## src/sv/assert_macros.svh

```systemverilog
// ----------------------------------------------------------------------------
// Assertion macros
// Short wrappers for the concurrent checks used in the RTL.
// ----------------------------------------------------------------------------
`ifndef ASSERT_MACROS_SVH
`define ASSERT_MACROS_SVH

// cond must hold at every clock edge outside reset
`define ASSERT_ALWAYS(label, clk, rst_n, cond, msg) \
    label: assert property (@(posedge clk) disable iff (!rst_n) (cond)) \
        else $error(msg);

// cons must hold in the same cycle as ante
`define ASSERT_IMPLIES(label, clk, rst_n, ante, cons, msg) \
    label: assert property (@(posedge clk) disable iff (!rst_n) (ante) |-> (cons)) \
        else $error(msg);

// cons must hold in the cycle after ante
`define ASSERT_NEXT(label, clk, rst_n, ante, cons, msg) \
    label: assert property (@(posedge clk) disable iff (!rst_n) (ante) |=> (cons)) \
        else $error(msg);

`endif

```

## src/sv/mhloc_pkg.sv

```systemverilog
`timescale 1ns / 1ps
// ----------------------------------------------------------------------------
// Maidenhead locator decode package
// Widths, types and the small constant tables of the locator decoder.
// ----------------------------------------------------------------------------
package mhloc_pkg;

    localparam int MAX_PAIRS = 6;
    localparam int CH_W      = 8;
    localparam int POS_W     = 4;
    localparam int PAIR_W    = 3;
    localparam int VAL_W     = 5;
    localparam int SUM_W     = 22;
    localparam int OUT_W     = 21;

    localparam logic [CH_W-1:0] CH_ZERO  = 8'h30;
    localparam logic [CH_W-1:0] CH_NINE  = 8'h39;
    localparam logic [CH_W-1:0] CH_UP_A  = 8'h41;
    localparam logic [CH_W-1:0] CH_UP_Z  = 8'h5A;
    localparam logic [CH_W-1:0] CH_LOW_A = 8'h61;

    localparam logic [OUT_W-1:0] HALF_SPAN = 21'd1036800;

    // place weights in output units, field / square / subsquare / ext pairs
    localparam logic [SUM_W-1:0] W_PAIR0 = 22'd115200;
    localparam logic [SUM_W-1:0] W_PAIR1 = 22'd11520;
    localparam logic [SUM_W-1:0] W_PAIR2 = 22'd480;
    localparam logic [SUM_W-1:0] W_PAIR3 = 22'd48;
    localparam logic [SUM_W-1:0] W_PAIR4 = 22'd2;

    typedef logic [SUM_W-1:0] t_sum;

    typedef struct packed {
        logic             ok;
        logic [VAL_W-1:0] v;
    } t_char_val;

    typedef struct packed {
        logic bad;
        t_sum lon_add;
        t_sum lat_add;
    } t_pair_res;

    function automatic logic [VAL_W-1:0] pair_radix(input logic [PAIR_W-1:0] pair);
        logic [VAL_W-1:0] r;
        case (pair)
            3'd0:    r = 5'd18;
            3'd2:    r = 5'd24;
            3'd4:    r = 5'd24;
            default: r = 5'd10;
        endcase
        return r;
    endfunction

    // Digit pairs take 0..9, letter pairs take A.. or a.. up to the radix.
    function automatic t_char_val char_value(input logic [CH_W-1:0] c,
                                             input logic [PAIR_W-1:0] pair);
        t_char_val        res;
        logic [CH_W-1:0]  d;
        logic [VAL_W-1:0] r;
        r = pair_radix(pair);
        if (pair[0]) begin
            d      = c - CH_ZERO;
            res.ok = (c >= CH_ZERO) && (c <= CH_NINE);
        end else if ((c >= CH_UP_A) && (c <= CH_UP_Z)) begin
            d      = c - CH_UP_A;
            res.ok = d < CH_W'(r);
        end else begin
            d      = c - CH_LOW_A;
            res.ok = (c >= CH_LOW_A) && (d < CH_W'(r));
        end
        res.v = d[VAL_W-1:0];
        return res;
    endfunction

    // Weighted value of one character; the last pair folds in its half square.
    function automatic t_sum place_value(input logic [VAL_W-1:0] v,
                                         input logic [PAIR_W-1:0] pair);
        t_sum p;
        case (pair)
            3'd0: p = t_sum'(t_sum'(v) * W_PAIR0);
            3'd1: p = t_sum'(t_sum'(v) * W_PAIR1);
            3'd2: p = t_sum'(t_sum'(v) * W_PAIR2);
            3'd3: p = t_sum'(t_sum'(v) * W_PAIR3);
            3'd4: p = t_sum'(t_sum'(v) * W_PAIR4);
            3'd5: begin
                if (v < 5'd2) begin
                    p = t_sum'(0);
                end else if (v < 5'd7) begin
                    p = t_sum'(1);
                end else begin
                    p = t_sum'(2);
                end
            end
            default: p = t_sum'(0);
        endcase
        return p;
    endfunction

    // Half the square size for the pair count, moved to the -180/-90 origin.
    function automatic logic [OUT_W-1:0] center_offset(input logic [PAIR_W-1:0] pairs);
        logic [OUT_W-1:0] half;
        case (pairs)
            3'd1:    half = 21'd57600;
            3'd2:    half = 21'd5760;
            3'd3:    half = 21'd240;
            3'd4:    half = 21'd24;
            3'd5:    half = 21'd1;
            default: half = 21'd0;
        endcase
        return half - HALF_SPAN;
    endfunction

endpackage

```

## src/sv/mhloc_if.sv

```systemverilog
`timescale 1ns / 1ps
// ----------------------------------------------------------------------------
// Locator decoder channels
// Valid/ready channels for the character stream and the decoded position.
// ----------------------------------------------------------------------------
interface mhloc_in_if;
    logic                         valid;
    logic                         ready;
    logic [mhloc_pkg::CH_W-1:0]   ch;
    logic                         last;

    modport source (output valid, output ch, output last, input ready);
    modport sink   (input valid, input ch, input last, output ready);
endinterface

interface mhloc_out_if;
    logic                              valid;
    logic                              ready;
    logic signed [mhloc_pkg::OUT_W-1:0] longitude;
    logic signed [mhloc_pkg::OUT_W-1:0] latitude;
    logic                              valid_res;

    modport source (output valid, output longitude, output latitude, output valid_res,
                    input ready);
    modport sink   (input valid, input longitude, input latitude, input valid_res,
                    output ready);
endinterface

```

## src/sv/mhloc_pair_value.sv

```systemverilog
`timescale 1ns / 1ps
// ----------------------------------------------------------------------------
// Locator pair value
// Checks both characters of a pair and weights them by the pair's place.
// ----------------------------------------------------------------------------
module mhloc_pair_value (
    input  logic [mhloc_pkg::CH_W-1:0]   i_lon_ch,
    input  logic [mhloc_pkg::CH_W-1:0]   i_lat_ch,
    input  logic [mhloc_pkg::PAIR_W-1:0] i_pair,
    output mhloc_pkg::t_pair_res         o_res
);
    import mhloc_pkg::*;

    t_char_val lon_val;
    t_char_val lat_val;

    always_comb begin
        lon_val       = char_value(i_lon_ch, i_pair);
        lat_val       = char_value(i_lat_ch, i_pair);
        o_res.bad     = !(lon_val.ok && lat_val.ok);
        o_res.lon_add = place_value(lon_val.v, i_pair);
        o_res.lat_add = place_value(lat_val.v, i_pair);
    end

endmodule

```

## src/sv/maidenhead_locator_decode_top.sv

```systemverilog
`timescale 1ns / 1ps
// ----------------------------------------------------------------------------
// Maidenhead locator decoder
// Decodes a locator, one character per word, to the fixed-point square centre.
// ----------------------------------------------------------------------------
//
//   channel  | dir | word contents
//   ---------+-----+-------------------------------------------------------
//   i_in     | in  | ch (8b ASCII), last (1b end of locator)
//   o_out    | out | longitude (21b s, 1/5760 deg), latitude (21b s,
//            |     | 1/11520 deg), valid_res (1b)
//
// Throughput is one character per cycle while no stalled result holds
// a last character: the pair check, the weighted add into the accumulators
// and the centre offset are combinational between the input and result
// registers; a result loads as its last character leaves the input register.
// Reset (i_rst_n low, synchronous) empties both registers and clears the
// accumulators. A stalled result holds the input register only when that
// register carries a last character; other characters keep flowing.
//
`include "assert_macros.svh"

module maidenhead_locator_decode_top (
    input  logic        i_clk,
    input  logic        i_rst_n,
    mhloc_in_if.sink    i_in,
    mhloc_out_if.source o_out
);
    import mhloc_pkg::*;

    // input register
    logic              r_s1_valid;
    logic [CH_W-1:0]   r_s1_ch;
    logic              r_s1_last;

    // locator state
    logic [POS_W-1:0]  r_position;
    logic [CH_W-1:0]   r_held;
    t_sum              r_lon_sum;
    t_sum              r_lat_sum;
    logic              r_bad;

    // result register
    logic              r_out_valid;
    logic [OUT_W-1:0]  r_lon;
    logic [OUT_W-1:0]  r_lat;
    logic              r_vres;

    logic [POS_W-1:0]  n_position;
    logic [CH_W-1:0]   n_held;
    t_sum              n_lon_sum;
    t_sum              n_lat_sum;
    logic              n_bad;
    logic [OUT_W-1:0]  n_lon;
    logic [OUT_W-1:0]  n_lat;
    logic              n_vres;

    logic              in_ready;
    logic              s1_go;
    logic              in_window;
    logic [PAIR_W-1:0] pairs;
    t_pair_res         pair_res;

    // Advance the input register unless it holds a last character and the
    // result register is still waiting to be taken.
    assign s1_go    = r_s1_valid && (!r_s1_last || !r_out_valid || o_out.ready);
    assign in_ready = !r_s1_valid || s1_go;

    assign i_in.ready      = in_ready;
    assign o_out.valid     = r_out_valid;
    assign o_out.longitude = r_lon;
    assign o_out.latitude  = r_lat;
    assign o_out.valid_res = r_vres;

    // Odd position: held character is longitude, the current one latitude.
    mhloc_pair_value u_pair_value (
        .i_lon_ch (r_held),
        .i_lat_ch (r_s1_ch),
        .i_pair   (r_position[POS_W-1:1]),
        .o_res    (pair_res)
    );

    always_comb begin
        n_position = r_position;
        n_held     = r_held;
        n_lon_sum  = r_lon_sum;
        n_lat_sum  = r_lat_sum;
        n_bad      = r_bad;
        in_window  = r_position < POS_W'(2 * MAX_PAIRS);

        // Drop characters past the last pair and an unpaired tail.
        if (in_window) begin
            n_position = r_position + POS_W'(1);
            if (!r_position[0]) begin
                n_held = r_s1_ch;
            end else if (pair_res.bad) begin
                n_bad = 1'b1;
            end else begin
                n_lon_sum = r_lon_sum + pair_res.lon_add;
                n_lat_sum = r_lat_sum + pair_res.lat_add;
            end
        end

        pairs  = n_position[POS_W-1:1];
        n_vres = (pairs != '0) && !n_bad;
        if (n_vres) begin
            n_lon = n_lon_sum[OUT_W-1:0] + center_offset(pairs);
            n_lat = n_lat_sum[OUT_W-1:0] + center_offset(pairs);
        end else begin
            n_lon = '0;
            n_lat = '0;
        end
    end

    always_ff @(posedge i_clk) begin
        if (!i_rst_n) begin
            r_s1_valid  <= 1'b0;
            r_out_valid <= 1'b0;
            r_position  <= '0;
            r_held      <= '0;
            r_lon_sum   <= '0;
            r_lat_sum   <= '0;
            r_bad       <= 1'b0;
        end else begin
            if (in_ready) begin
                r_s1_valid <= i_in.valid;
            end

            // Clear the result on take; a new last character reloads it.
            if (s1_go && r_s1_last) begin
                r_out_valid <= 1'b1;
            end else if (o_out.ready) begin
                r_out_valid <= 1'b0;
            end

            // Return to the empty locator after every last character.
            if (s1_go) begin
                if (r_s1_last) begin
                    r_position <= '0;
                    r_held     <= '0;
                    r_lon_sum  <= '0;
                    r_lat_sum  <= '0;
                    r_bad      <= 1'b0;
                end else begin
                    r_position <= n_position;
                    r_held     <= n_held;
                    r_lon_sum  <= n_lon_sum;
                    r_lat_sum  <= n_lat_sum;
                    r_bad      <= n_bad;
                end
            end
        end
    end

    // payload registers
    always_ff @(posedge i_clk) begin
        if (in_ready && i_in.valid) begin
            r_s1_ch   <= i_in.ch;
            r_s1_last <= i_in.last;
        end
        if (s1_go && r_s1_last) begin
            r_lon  <= n_lon;
            r_lat  <= n_lat;
            r_vres <= n_vres;
        end
    end

    // ------------------------------------------------------------------------
    // Checks
    // ------------------------------------------------------------------------
    `ASSERT_ALWAYS(a_pos_range, i_clk, i_rst_n,
        r_position <= POS_W'(2 * MAX_PAIRS), "position past last pair")
    `ASSERT_NEXT(a_clear_after_last, i_clk, i_rst_n, s1_go && r_s1_last,
        r_out_valid && r_position == '0 && !r_bad && r_lon_sum == '0,
        "state not cleared after last character")
    `ASSERT_IMPLIES(a_invalid_zero, i_clk, i_rst_n, r_out_valid && !r_vres,
        r_lon == '0 && r_lat == '0, "invalid result with nonzero position")

endmodule
```

## src/flat_wrapper.sv

```systemverilog
// flat-port wrapper written by rule: the top's interface ports become plain ports
module maidenhead_locator_decode_top_flat import mhloc_pkg::*;
  (i_clk, i_rst_n, i_in_valid, i_in_ch, i_in_last, i_in_ready, o_out_valid, o_out_longitude, o_out_latitude, o_out_valid_res, o_out_ready);
  mhloc_in_if i_in_i ();
  mhloc_out_if o_out_i ();
  input  logic i_clk;
  input  logic i_rst_n;
  input wire logic [$bits(i_in_i.valid)-1:0] i_in_valid;
  input wire logic [$bits(i_in_i.ch)-1:0] i_in_ch;
  input wire logic [$bits(i_in_i.last)-1:0] i_in_last;
  output wire logic [$bits(i_in_i.ready)-1:0] i_in_ready;
  output wire logic [$bits(o_out_i.valid)-1:0] o_out_valid;
  output wire logic [$bits(o_out_i.longitude)-1:0] o_out_longitude;
  output wire logic [$bits(o_out_i.latitude)-1:0] o_out_latitude;
  output wire logic [$bits(o_out_i.valid_res)-1:0] o_out_valid_res;
  input wire logic [$bits(o_out_i.ready)-1:0] o_out_ready;
  assign i_in_i.valid = i_in_valid;
  assign i_in_i.ch = i_in_ch;
  assign i_in_i.last = i_in_last;
  assign i_in_ready = i_in_i.ready;
  assign o_out_valid = o_out_i.valid;
  assign o_out_longitude = o_out_i.longitude;
  assign o_out_latitude = o_out_i.latitude;
  assign o_out_valid_res = o_out_i.valid_res;
  assign o_out_i.ready = o_out_ready;
  maidenhead_locator_decode_top u_core (.i_clk(i_clk), .i_rst_n(i_rst_n), .i_in(i_in_i), .o_out(o_out_i));
endmodule
```

## config.mk

```make
export PLATFORM = sky130hd
export DESIGN_NAME = maidenhead_locator_decode_top_flat
export DESIGN_NICKNAME = d
export VERILOG_FILES = /design/src/sv/mhloc_pkg.sv /design/src/sv/mhloc_if.sv /design/src/sv/mhloc_pair_value.sv /design/src/sv/maidenhead_locator_decode_top.sv /design/src/flat_wrapper.sv
export VERILOG_INCLUDE_DIRS = /design/src /design/src/sv
export SDC_FILE = /design/constraint.sdc
export NUM_CORES = 1
export LEC_CHECK = 0
export BUFFER_PORTS_ARGS = -buffer_cell sky130_fd_sc_hd__buf_2
export CAP_MARGIN = 20
export CELL_PAD_IN_SITES_DETAIL_PLACEMENT = 1
export CELL_PAD_IN_SITES_GLOBAL_PLACEMENT = 2
export CORE_ASPECT_RATIO = 0.9
export CORE_MARGIN = 3
export CORE_UTILIZATION = 40
export DETAILED_ROUTE_END_ITERATION = 10
export HOLD_SLACK_MARGIN = 0.02
export PLACE_DENSITY_LB_ADDON = 0.1
export SLEW_MARGIN = 20
export SYNTH_ARGS = -nofsm -noshare
export SYNTH_HDL_FRONTEND = slang
export SYNTH_HIERARCHICAL = 1
export SYNTH_SLANG_ARGS = --single-unit
```

## constraint.sdc

```tcl
create_clock -name i_clk -period 9.3 [get_ports i_clk]
set_input_delay 0.93 -clock i_clk [delete_from_list [all_inputs] [get_ports i_clk]]
set_output_delay 0.93 -clock i_clk [all_outputs]
set_load 0.05 [all_outputs]
```

Word level (Yosys, flattened, before mapping)
Index checks and enable logic that the tools add are counted.

Bits in registers: 111. Input port bits: 13. Output and inout port bits: 45.

Add/sub/neg operators: 12. Multipliers: 8. Magnitude comparators: 19. Equality and inequality tests: 11. Multiplexer cells: 36. Reduce and logical (&&, ||, !) cells: 28.

Operators by type and width (number): 22-bit case mux with 6 select lines (2); 22-bit 2-to-1 mux (8); 16-bit case mux with 5 select lines (1); 22-bit adder (2); 21-bit adder (2); 8-bit by 7-bit >= comparator with 1-bit output, second input constant (4); 8-bit by 5-bit less-than comparator with 1-bit output (4); 8-bit by 7-bit subtractor with 8-bit output, second input constant (4); 5-bit by 8-bit multiplier with 13-bit output, second input constant (2); 8-bit 2-to-1 mux (3); 5-bit by 6-bit multiplier with 11-bit output, second input constant (2); 21-bit 2-to-1 mux (1); 21-bit by 20-bit subtractor with 21-bit output, second input constant (1); 5-bit 2-to-1 mux (4); 5-bit by 4-bit multiplier with 9-bit output, second input constant (2); 8-bit by 6-bit >= comparator with 1-bit output, second input constant (2); 8-bit by 6-bit less-or-equal comparator with 1-bit output, second input constant (2); 8-bit by 7-bit less-or-equal comparator with 1-bit output, second input constant (2); 5-bit by 2-bit multiplier with 7-bit output, second input constant (2); 3-bit by 2-bit == test with 1-bit output, second input constant (4); 3-bit == test, second input constant (4); 1-bit logical AND (11); 5-bit by 2-bit less-than comparator with 1-bit output, second input constant (2); 5-bit by 3-bit less-than comparator with 1-bit output, second input constant (2); 18 further kinds (41).

Logic depth before layout (Yosys ltp)
Gate-level depths: netlist of run 1.

Depth in word-level cells: 16. Mapped depth: 33. Depth with buffers taken out: 32.

Modules after synthesis
Netlist of run 1, hierarchy kept.

Modules (own cells, without submodules): maidenhead_locator_decode_top (instances 1, cells each 872, area each 7770.0 um2, seq. area each 2702.6 um2); mhloc_pair_value (instances 1, cells each 518, area each 4096.4 um2, seq. area each 0.0 um2).

Worst setup path after synthesis of run 1
No wires, ideal clock.

Kind: reg-to-reg. Start point: register u_core.r_held[0]. End point: register u_core.r_lon[20], in the netlist u_core/o_out.longitude[20] (data pin). Data arrival time: 6.868 ns. Data required time: 9.034 ns. Slack: 2.166 ns. Stages on the path, launching flop included: 31. Clock period less this slack: 7.134 ns. Path through: dfxtp_1 > buf_2 > inv_1 > ha_1 > o21ai_0 > inv_1 > fa_1 > fa_1 > inv_1 > ha_1 > a21o_1 > a21oi_1 > nor2b_1 > o21ai_0 > mux2i_1 > o22ai_2 > ha_1 > o211a_1 > nand4_1 > a211oi_2 > nor3_1 > xnor2_1 > mux2_2 > ha_1 > o21a_1 > nand3_2 > o21ai_2 > a31oi_1 > a2111oi_2 > xnor2_1 > nor2_1.

RTL lines: from (decl) (line maidenhead_locator_decode_top.sv:38) `logic [CH_W-1:0] r_held;`; from (signal assigned) (line maidenhead_locator_decode_top.sv:146) `r_held <= n_held;`; to (signal assigned) (line maidenhead_locator_decode_top.sv:162) `r_lon <= n_lon;`; to (decl) (line maidenhead_locator_decode_top.sv:45) `logic [OUT_W-1:0] r_lon;`.

==> results.sh, run 1 <==
export IMPL_run_status="finished, final reports clean"
export IMPL_syn_avg_cell_area_um2=8.56
export IMPL_syn_num_nets=1594
export IMPL_wl_per_cell_um=19.6
export IMPL_start_util=0.414
export IMPL_fmax_ghz=0.123
export IMPL_maxSlewHeadroom=0.296
export IMPL_port_buffers=57
export IMPL_finalSetupViolCount=0
export IMPL_slew_viol_final=0
export IMPL_cts_resized_gates=0
export IMPL_seqCellArea_mm2=0.00270
export IMPL_worst_pin_slew_ns=1.04
export IMPL_fin_crit_ns=8.12
export IMPL_multi_input_area_mm2=0.00851
export IMPL_rsz0062_at_grt="no"
export IMPL_detail_route_antenna_nets=0
export IMPL_critPathKind="flip-flop to flip-flop"
export IMPL_cts_root_buf="clkbuf_16"
export IMPL_cts_setup_buffers=0
export IMPL_synth_warnings=6
export IMPL_leakagePower_nw=5.45
export IMPL_syn_inst=1378
export IMPL_p_int_mw=1.07
export IMPL_overflow=0
export IMPL_rows=58
export IMPL_cts_tree="yes"
export IMPL_ios=58
export IMPL_dp_hpwl_mm=27.9
export IMPL_cp_max_fo=14
export IMPL_critPathLaunchType="flip-flop"
export IMPL_clock_latency_ns=0.37
export IMPL_hold_viol=0
export IMPL_crit_slowest_cell="xnor2_1"
export IMPL_cpPeakStageDelay_ns=0.70
export IMPL_drt_initial_drc_count=398
export IMPL_dr_pass1_iters=6
export IMPL_pwr_share_comb=0.493
export IMPL_min_period_over_period=0.873
export IMPL_crit_required_ns=9.41
export IMPL_vdd_drop_max_uv=96.6
export IMPL_swShare=0.406
export IMPL_dieHeight_um=169
export IMPL_die_area_mm2=0.0316
export IMPL_drive_gt1_frac=0.0856
export IMPL_layout_nets=1624
export IMPL_vias_per_cell=5.60
export IMPL_htreeDepth=3
export IMPL_fillCellCount=3465
export IMPL_core_area_mm2=0.0285
export IMPL_syn_area_mm2=0.0118
export IMPL_finalSetupTns_ns=0
export IMPL_power_switching_mw=0.733
export IMPL_syn_to_final_growth_pct=7.93
export IMPL_power_share_sequential=0.289
export IMPL_grt_max_degree=68
export IMPL_vias=10100
export IMPL_cts_buffers=9
export IMPL_cts_clk_slew_worst_paths_ns=0.08
export IMPL_first_global_vias=10500
export IMPL_die_x_um=187
export IMPL_drv_cap=0
export IMPL_drcViolationCount=0
export IMPL_cts_path_max_buffers=2
export IMPL_hp_class="flip-flop to flip-flop"
export IMPL_cts_hold_buf=0
export IMPL_routabilityCongestion=0.830
export IMPL_clkSinkCount=109
export IMPL_clkPwrFrac=0.217
export IMPL_critPathArrivalTime_ns=8.22
export IMPL_totalWireLength_mm=35.3
export IMPL_finClkSkew_ns=0.0116
export IMPL_antenna_found_initial=0
export IMPL_grt_total_usage=0.223
export IMPL_p_per_area_mw_per_mm2=142
export IMPL_grt_pass1_wl_mm=56.9
export IMPL_finalPower_mw=1.80
export IMPL_cp_end_kind="flip-flop"
layer usage:
| layer | part of all wire | track usage | vias to the layer above |
|---|---|---|---|
| met3 | 0.019 | 0.0224 | 25 |
| li1 | - | - | 4995 |
| met1 | 0.48 | 0.299 | 4976 |
| met4 | 0.010 | 0.0325 | 0 |
| met2 | 0.49 | 0.400 | 107 |
| met5 | 0 | 0 | - |
critical path: cells and delay by family (launching register included):
| family | cells | cell delay, ns |
|---|---|---|
| AO/OA/AOI/OAI | 6 | 1.21 |
| multiplexers | 1 | 0.31 |
| XOR/XNOR | 3 | 1.00 |
| buffers and inverters | 3 | 0.56 |
| AND/OR/NAND/NOR | 11 | 1.26 |
| flip-flops | 1 | 0.59 |
| adder cells (fa/ha/maj) | 7 | 2.91 |
power groups by stage:
stage	logic [mW]	clock network [mW]	registers, mW
final	0.890	0.392	0.522
after global routing	1.01	0.425	0.523
after CTS	0.900	0.408	0.522
after detailed placement	0.891	0	0.533
after global placement	0.882	0	0.533
after floorplan	0.650	0	0.547
state kept, by name (all words and copies together) (netlist names):
| name | count |
|---|---|
| u_core/o_out.latitude | 21 |
| u_core/o_out.longitude | 21 |
| u_core/o_out.valid | 1 |
| u_core/o_out.valid_res | 1 |
| u_core/r_bad | 1 |
| u_core/r_held | 8 |
| u_core/r_lat_sum | 21 |
| u_core/r_lon_sum | 21 |
| u_core/r_position | 4 |
| u_core/r_s1_ch | 8 |
| u_core/r_s1_last | 1 |
| u_core/r_s1_valid | 1 |
cells in the final DEF (no fill, tap or decap), types with 4 or more instances in the layout:
cell type    n
ha_1       175
nand2_1    106
nor2_1     106
inv_1       91
a21oi_1     81
o21ai_0     75
nor2b_1     72
xnor2_1     60
buf_2       57
dfxtp_1     57
edfxtp_1    52
a22oi_1     47
xor2_1      41
a21o_1      31
nor3_1      30
fa_1        28
nand2b_1    21
a211oi_1    19
and2_1      15
buf_4       15
mux2i_1     13
nor3b_1     12
a31oi_1     12
o211ai_1    11
o21a_1      11
nand3_1     11
o22ai_1     10
clkbuf_16    9
or3_1        8
a211o_1      7
nand4_1      7
nand3b_1     7
o21bai_1     7
nor4_1       6
o31ai_1      6
a22o_1       5
or2_2        4
o21ai_1      4
a32oi_1      4
nor3_2       4
per-stage QoR:
stage,setup slack (ns),area (µm²),hold slack [ns],utilization,instances
after detailed placement,1.23,12400,0.469,0.436,1787
after CTS,1.20,12700,0.489,0.446,1803
final,1.18,12700,0.501,0.446,1804
after floorplan,2.17,11800,0.438,-,1378
after global placement,1.34,12400,0.468,0.436,1787
after global routing,0.542,12700,0.524,0.446,1803
final timing paths:
kind	startpoint	end	slack, ns	cells past startpoint
worst min register to register	u_core/r_bad	u_core/r_bad	0.50	2
worst max register to register	u_core/r_s1_ch[0]	u_core/o_out.latitude[19]	1.18	31
worst max-delay path	u_core/r_s1_ch[0]	u_core/o_out.latitude[19]	1.18	31
worst min-delay path	u_core/r_bad	u_core/r_bad	0.50	2
area by class of cell:
type | instances | share of cell area
diodes | 1 | 0.000197
clock buffers | 10 | 0.0180
clock inverters | 6 | 0.00423
inverters | 92 | 0.0271
multi-input cells | 1124 | 0.669
flip-flops and latches | 109 | 0.212
well taps | 390 | 0.0383
repair buffers | 72 | 0.0313
No activity file was read; power rests on OpenSTA's default activity.
==> inputs of run 2 (changes only) <==
--- a/config.mk
+++ b/config.mk
@@ -12,7 +12,7 @@
 export CELL_PAD_IN_SITES_GLOBAL_PLACEMENT = 2
 export CORE_ASPECT_RATIO = 0.9
 export CORE_MARGIN = 3
-export CORE_UTILIZATION = 40
+export CORE_UTILIZATION = 30
 export DETAILED_ROUTE_END_ITERATION = 10
 export HOLD_SLACK_MARGIN = 0.02
 export PLACE_DENSITY_LB_ADDON = 0.1
==> run 2 against run 1 <==
Sequential cell count unchanged. Final area is 1.7% higher. Clock skew shrank 0.00076 ns. Worst setup slack better by 0.33 ns. Critical endpoint unchanged.
==> results.sh, run 2 (same netlist as run 1, synthesis figures left out) <==
export IMPL_layout_nets=1628
export IMPL_finalPower_mw=1.83
export IMPL_antenna_found_initial=0
export IMPL_place_ws_ns=1.52
export IMPL_multi_input_area_mm2=0.00852
export IMPL_htreeDepth=3
export IMPL_cpPeakStageDelay_ns=0.64
export IMPL_wl_per_cell_um=19.6
export IMPL_cts_path_max_buffers=2
export IMPL_vdd_drop_max_uv=76.7
export IMPL_detail_route_antenna_nets=0
export IMPL_fillCellCount=4576
export IMPL_fmax_ghz=0.129
export IMPL_core_area_mm2=0.0385
export IMPL_finalSetupViolCount=0
export IMPL_placed_cell_area_mm2=0.0127
export IMPL_overflow=0
export IMPL_hold_viol=0
export IMPL_dp_cells=1926
export IMPL_syn_to_final_growth_pct=9.82
export IMPL_cts_clk_slew_worst_paths_ns=0.08
export IMPL_final_cell_count_no_fill=1942
export IMPL_p_per_area_mw_per_mm2=141
export IMPL_crit_family="compound AO/OA/AOI/OAI gates"
export IMPL_drv_cap=0
export IMPL_critPathArrivalTime_ns=7.91
export IMPL_finalSetupTns_ns=0
export IMPL_cts_setup_buffers=0
export IMPL_grt_max_degree=57
export IMPL_cts_buffers=9
export IMPL_leakagePower_nw=5.47
export IMPL_r2r_cells=31
export IMPL_crit_required_ns=9.43
export IMPL_die_area_mm2=0.0417
export IMPL_critPathKind="flip-flop to flip-flop"
export IMPL_ios=58
export IMPL_setup_ws_ns=1.52
export IMPL_final_common_cell="ha_1"
export IMPL_first_global_vias=10300
export IMPL_drive_gt1_frac=0.0896
export IMPL_grt_pass1_wl_mm=60.1
export IMPL_cp_common_cell="ha_1"
export IMPL_dr_pass1_iters=4
export IMPL_whs_path_depth=2
export IMPL_fin_area_mm2=0.0130
export IMPL_rsz0062_at_grt="no"
export IMPL_whs_ns=0.494
export IMPL_drcViolationCount=0
export IMPL_maxSlewHeadroom=0.296
export IMPL_worst_pin_slew_ns=1.05
export IMPL_dieHeight_um=194
export IMPL_routabilityCongestion=0.809
export IMPL_fin_crit_ns=7.78
export IMPL_critPathLaunchType="flip-flop"
export IMPL_seqCellArea_mm2=0.00270
export IMPL_drt_initial_drc_count=373
export IMPL_cp_max_fo=14
export IMPL_worst_path_stages=31
export IMPL_totalWireLength_mm=38.0
export IMPL_slew_viol_final=0
export IMPL_vias=10000
export IMPL_finClkSkew_ns=0.0108
export IMPL_path_buf_inv=4
export IMPL_port_buffers=57
export IMPL_rows=68
export IMPL_hp_class="flip-flop to flip-flop"
export IMPL_cts_resized_gates=0
export IMPL_clock_latency_ns=0.38
export IMPL_crit_slowest_cell="a2111oi_0"
export IMPL_dp_hpwl_mm=30.4
export IMPL_clkSinkCount=109
export IMPL_vias_per_cell=5.16
export IMPL_cp_end_kind="flip-flop"
export IMPL_min_period_over_period=0.837
export IMPL_utilization=0.336
export IMPL_grt_total_usage=0.182
export IMPL_run_status="finished, final reports clean"
export IMPL_mostFrequentLayoutCells="ha_1, nand2_1, nor2_1"
export IMPL_antenna_cells=0
export IMPL_start_util=0.306
export IMPL_cts_tree="yes"
export IMPL_cts_hold_buf=0
export IMPL_die_x_um=215
export IMPL_cts_root_buf="clkbuf_16"
==> run 2: changes by cell type in the layout (fill, tap and decap cells not counted), sizes merged <==
cell	delta
buf	+4
clkbuf	-1
clkinv	+1
clkinvlp	+1
diode	-1
inv	-1
==> run 2: worst register-to-register path: cells and delay by family, from the launching register on <==
kind / cells / cell delay, ns
fa+ha+maj: 6 / 2.00
buf+inv: 4 / 0.65
flops: 1 / 0.63
compound gates: 10 / 2.87
simple gates: 8 / 1.01
xor+xnor: 3 / 0.36
==> run 2: path summary, 6_finish.rpt <==
| check | startpoint | endpoint | slack (ns) |
|---|---|---|---|
| setup / recovery | u_core/r_s1_ch[0] | u_core/o_out.latitude[19] | 1.52 |
| hold / removal | u_core/r_bad | u_core/r_bad | 0.49 |
| setup reg to reg | u_core/r_s1_ch[0] | u_core/o_out.latitude[19] | 1.52 |
| hold reg to reg | u_core/r_bad | u_core/r_bad | 0.49 |
==> run 2: cell type report <==
class / instances / share of cell area
sequential: 109 / 0.209
tap: 525 / 0.0507
multi-input combinational: 1124 / 0.658
clock inverter: 7 / 0.00599
clock buffer: 9 / 0.0174
inverter: 92 / 0.0267
timing repair buffer: 76 / 0.0330
==> run 2: where the power goes <==
part | internal (mW) | switching, mW
clock network | 0.192 | 0.224
logic | 0.374 | 0.521
registers | 0.511 | 0.0113
==> run 2: routing by layer <==
| metal | vias up | wire length [µm] | GRT usage |
|---|---|---|---|
| met1 | 4943 | 18700 | 0.253 |
| met5 | - | 0 | 0 |
| met3 | 17 | 664 | 0.0210 |
| met4 | 0 | 254 | 0.0257 |
| met2 | 69 | 18400 | 0.312 |
| li1 | 4993 | - | - |
==> inputs of run 3 (changes only) <==
--- a/config.mk
+++ b/config.mk
@@ -6,6 +6,7 @@
 export SDC_FILE = /design/constraint.sdc
 export NUM_CORES = 1
 export LEC_CHECK = 0
+export ABC_AREA = 1
 export BUFFER_PORTS_ARGS = -buffer_cell sky130_fd_sc_hd__buf_2
 export CAP_MARGIN = 20
 export CELL_PAD_IN_SITES_DETAIL_PLACEMENT = 1
==> constraint.sdc (replaced) <==
create_clock -name i_clk -period 6.8 [get_ports i_clk]
set_input_delay 0.68 -clock i_clk [delete_from_list [all_inputs] [get_ports i_clk]]
set_output_delay 0.68 -clock i_clk [all_outputs]
set_load 0.05 [all_outputs]
==> run 3 against run 2 <==
Critical path depth up 2. Via count up 19%. Non-clock buffer count up 10. Worst hold slack worse by 0.023 ns. Worst setup slack worse by 1.1 ns. Highest routed layer unchanged. Final area up 7.6%. Combinational power up 32%. Final cell count up 26%. Synthesized cell count up 33%. Core utilization up 0.48 points.
==> results.sh, run 3 <==
export IMPL_run_status="finished, final reports clean"
export IMPL_finalSetupViolCount=0
export IMPL_cts_path_max_buffers=2
export IMPL_core_area_mm2=0.0409
export IMPL_first_global_vias=12000
export IMPL_totalWireLength_mm=41.1
export IMPL_antenna_cells=0
export IMPL_rows=70
export IMPL_maxSlewHeadroom=0.301
export IMPL_dr_pass1_iters=4
export IMPL_detail_route_antenna_nets=0
export IMPL_fmax_ghz=0.156
export IMPL_r2r_cells=33
export IMPL_finClkSkew_ns=0.0236
export IMPL_clkSinkCount=109
export IMPL_finalPower_mw=2.47
export IMPL_rrSetupSlack_ns=0.37
export IMPL_htreeDepth=3
export IMPL_synth_warnings=6
export IMPL_p_per_area_mw_per_mm2=177
export IMPL_fillCellCount=5235
export IMPL_overflow=0
export IMPL_syn_to_final_growth_pct=11.4
export IMPL_final_cell_count_no_fill=2447
export IMPL_mostFrequentLayoutCells="nand2_1, inv_1, a21oi_1"
export IMPL_slew_viol_final=0
export IMPL_hp_class="input pin to flip-flop"
export IMPL_dp_hpwl_mm=33.7
export IMPL_grt_max_degree=54
export IMPL_syn_inst=1837
export IMPL_hold_viol=0
export IMPL_dieHeight_um=200
export IMPL_reg2reg_to="u_core/o_out.latitude[20]"
export IMPL_cts_clk_slew_worst_paths_ns=0.08
export IMPL_start_util=0.306
export IMPL_cp_end_kind="flip-flop"
export IMPL_crit_required_ns=6.94
export IMPL_vias_per_cell=4.86
export IMPL_placed_cell_area_mm2=0.0135
export IMPL_routabilityCongestion=0.819
export IMPL_vias=11900
export IMPL_fin_crit_ns=6.43
export IMPL_crit_start="u_core/r_s1_ch[0]"
export IMPL_cp_common_cell="nand2_1"
export IMPL_drive_gt1_frac=0.115
export IMPL_wl_per_cell_um=16.8
export IMPL_vdd_drop_max_uv=210
export IMPL_antenna_found_initial=0
export IMPL_whs_path_depth=1
export IMPL_cts_hold_buf=0
export IMPL_critPathArrivalTime_ns=6.56
export IMPL_min_period_over_period=0.945
export IMPL_cts_buffers=9
export IMPL_cts_tree="yes"
export IMPL_die_area_mm2=0.0442
export IMPL_drt_initial_drc_count=461
export IMPL_layout_nets=2118
export IMPL_drcViolationCount=0
export IMPL_drv_cap=0
export IMPL_grt_total_usage=0.188
export IMPL_clock_latency_ns=0.39
export IMPL_critPathLaunchType="flip-flop"
export IMPL_die_x_um=221
export IMPL_critPathKind="flip-flop to flip-flop"
export IMPL_timing_rr_start="u_core/r_s1_ch[0]"
export IMPL_port_buffers=57
export IMPL_final_common_cell="nand2_1"
export IMPL_hold_path_startpoint="i_in_ch[2]"
export IMPL_hold_end="u_core/r_s1_ch[2]"
export IMPL_leakagePower_nw=6.68
export IMPL_dp_cells=2424
export IMPL_cts_root_buf="clkbuf_16"
export IMPL_syn_avg_cell_area_um2=6.82
export IMPL_syn_area_mm2=0.0125
export IMPL_grt_pass1_wl_mm=66.1
export IMPL_cpPeakStageDelay_ns=0.52
export IMPL_ios=58
export IMPL_syn_num_nets=2053
export IMPL_cp_max_fo=10
export IMPL_crit_slowest_cell="fa_1"
export IMPL_fin_area_mm2=0.0139
export IMPL_worst_pin_slew_ns=1.05
run 3: final cells by class:
cell class	count	area (µm²)	area share
Sequential cell	109	2700	0.194
Clock inverter	6	77.6	0.00556
Clock buffer	10	229	0.0164
Multi-Input combinational cell	1431	8760	0.628
Tap cell	540	676	0.0484
Timing Repair Buffer	86	503	0.0361
Inverter	265	998	0.0716
run 3: per-layer routing:
layer  global-route usage  vias to the layer above  wire length (µm)
met5                    0                        -                 0
met3               0.0227                       17               986
met2                0.292                      117             17000
met1                0.282                     5583             22700
met4               0.0312                        0               420
li1                     -                     6175                 -
run 3: power breakdown:
| part | total [mW] | switching (mW) | leakage, nW | internal [mW] |
|---|---|---|---|---|
| clock | 0.581 | 0.287 | 0.147 | 0.294 |
| sequential | 0.710 | 0.0107 | 0.942 | 0.700 |
| combinational | 1.18 | 0.756 | 5.59 | 0.423 |
| total | 2.47 | 1.05 | 6.68 | 1.42 |
run 3: stage by stage:
step                setup slack (ns)  hold slack [ns]  setup TNS, ns   util
floorplan                       1.08            0.437              0      -
global placement             -0.0822            0.453         -0.264  0.330
detailed placement            -0.128            0.468         -0.525  0.330
CTS                           0.0224            0.447              0  0.338
global route                 -0.0132            0.451        -0.0258  0.341
finish                         0.375            0.471              0  0.341
run 3: worst max-delay path: cells and delay by family, from the launching register on:
| family | cells | cell delay (ns) |
|---|---|---|
| adders and majority gates | 6 | 2.33 |
| AOI/OAI and AO/OA | 4 | 0.64 |
| buffers and inverters | 6 | 0.55 |
| and+or+nand+nor | 17 | 2.15 |
| DFF | 1 | 0.49 |
run 3: what timing repair did:
action,4_1_cts,5_1_grt
pin swaps,0,2
setup buffers,0,7
gates resized for setup,1,25
gates cloned,0,0
endpoints found under the setup margin,6,16
run 3: how the worst max path moves through the flow:
| stage | slack [ns] | endpoint |
|---|---|---|
| detailed placement | -0.13 | u_core/o_out.latitude[18] |
| global placement | -0.08 | u_core/o_out.latitude[18] |
| global route | -0.01 | u_core/o_out.longitude[19] |
| finish | 0.37 | u_core/o_out.latitude[20] |
| floorplan | 1.08 | u_core/o_out.longitude[17] |
| CTS | 0.02 | u_core/o_out.latitude[18] |
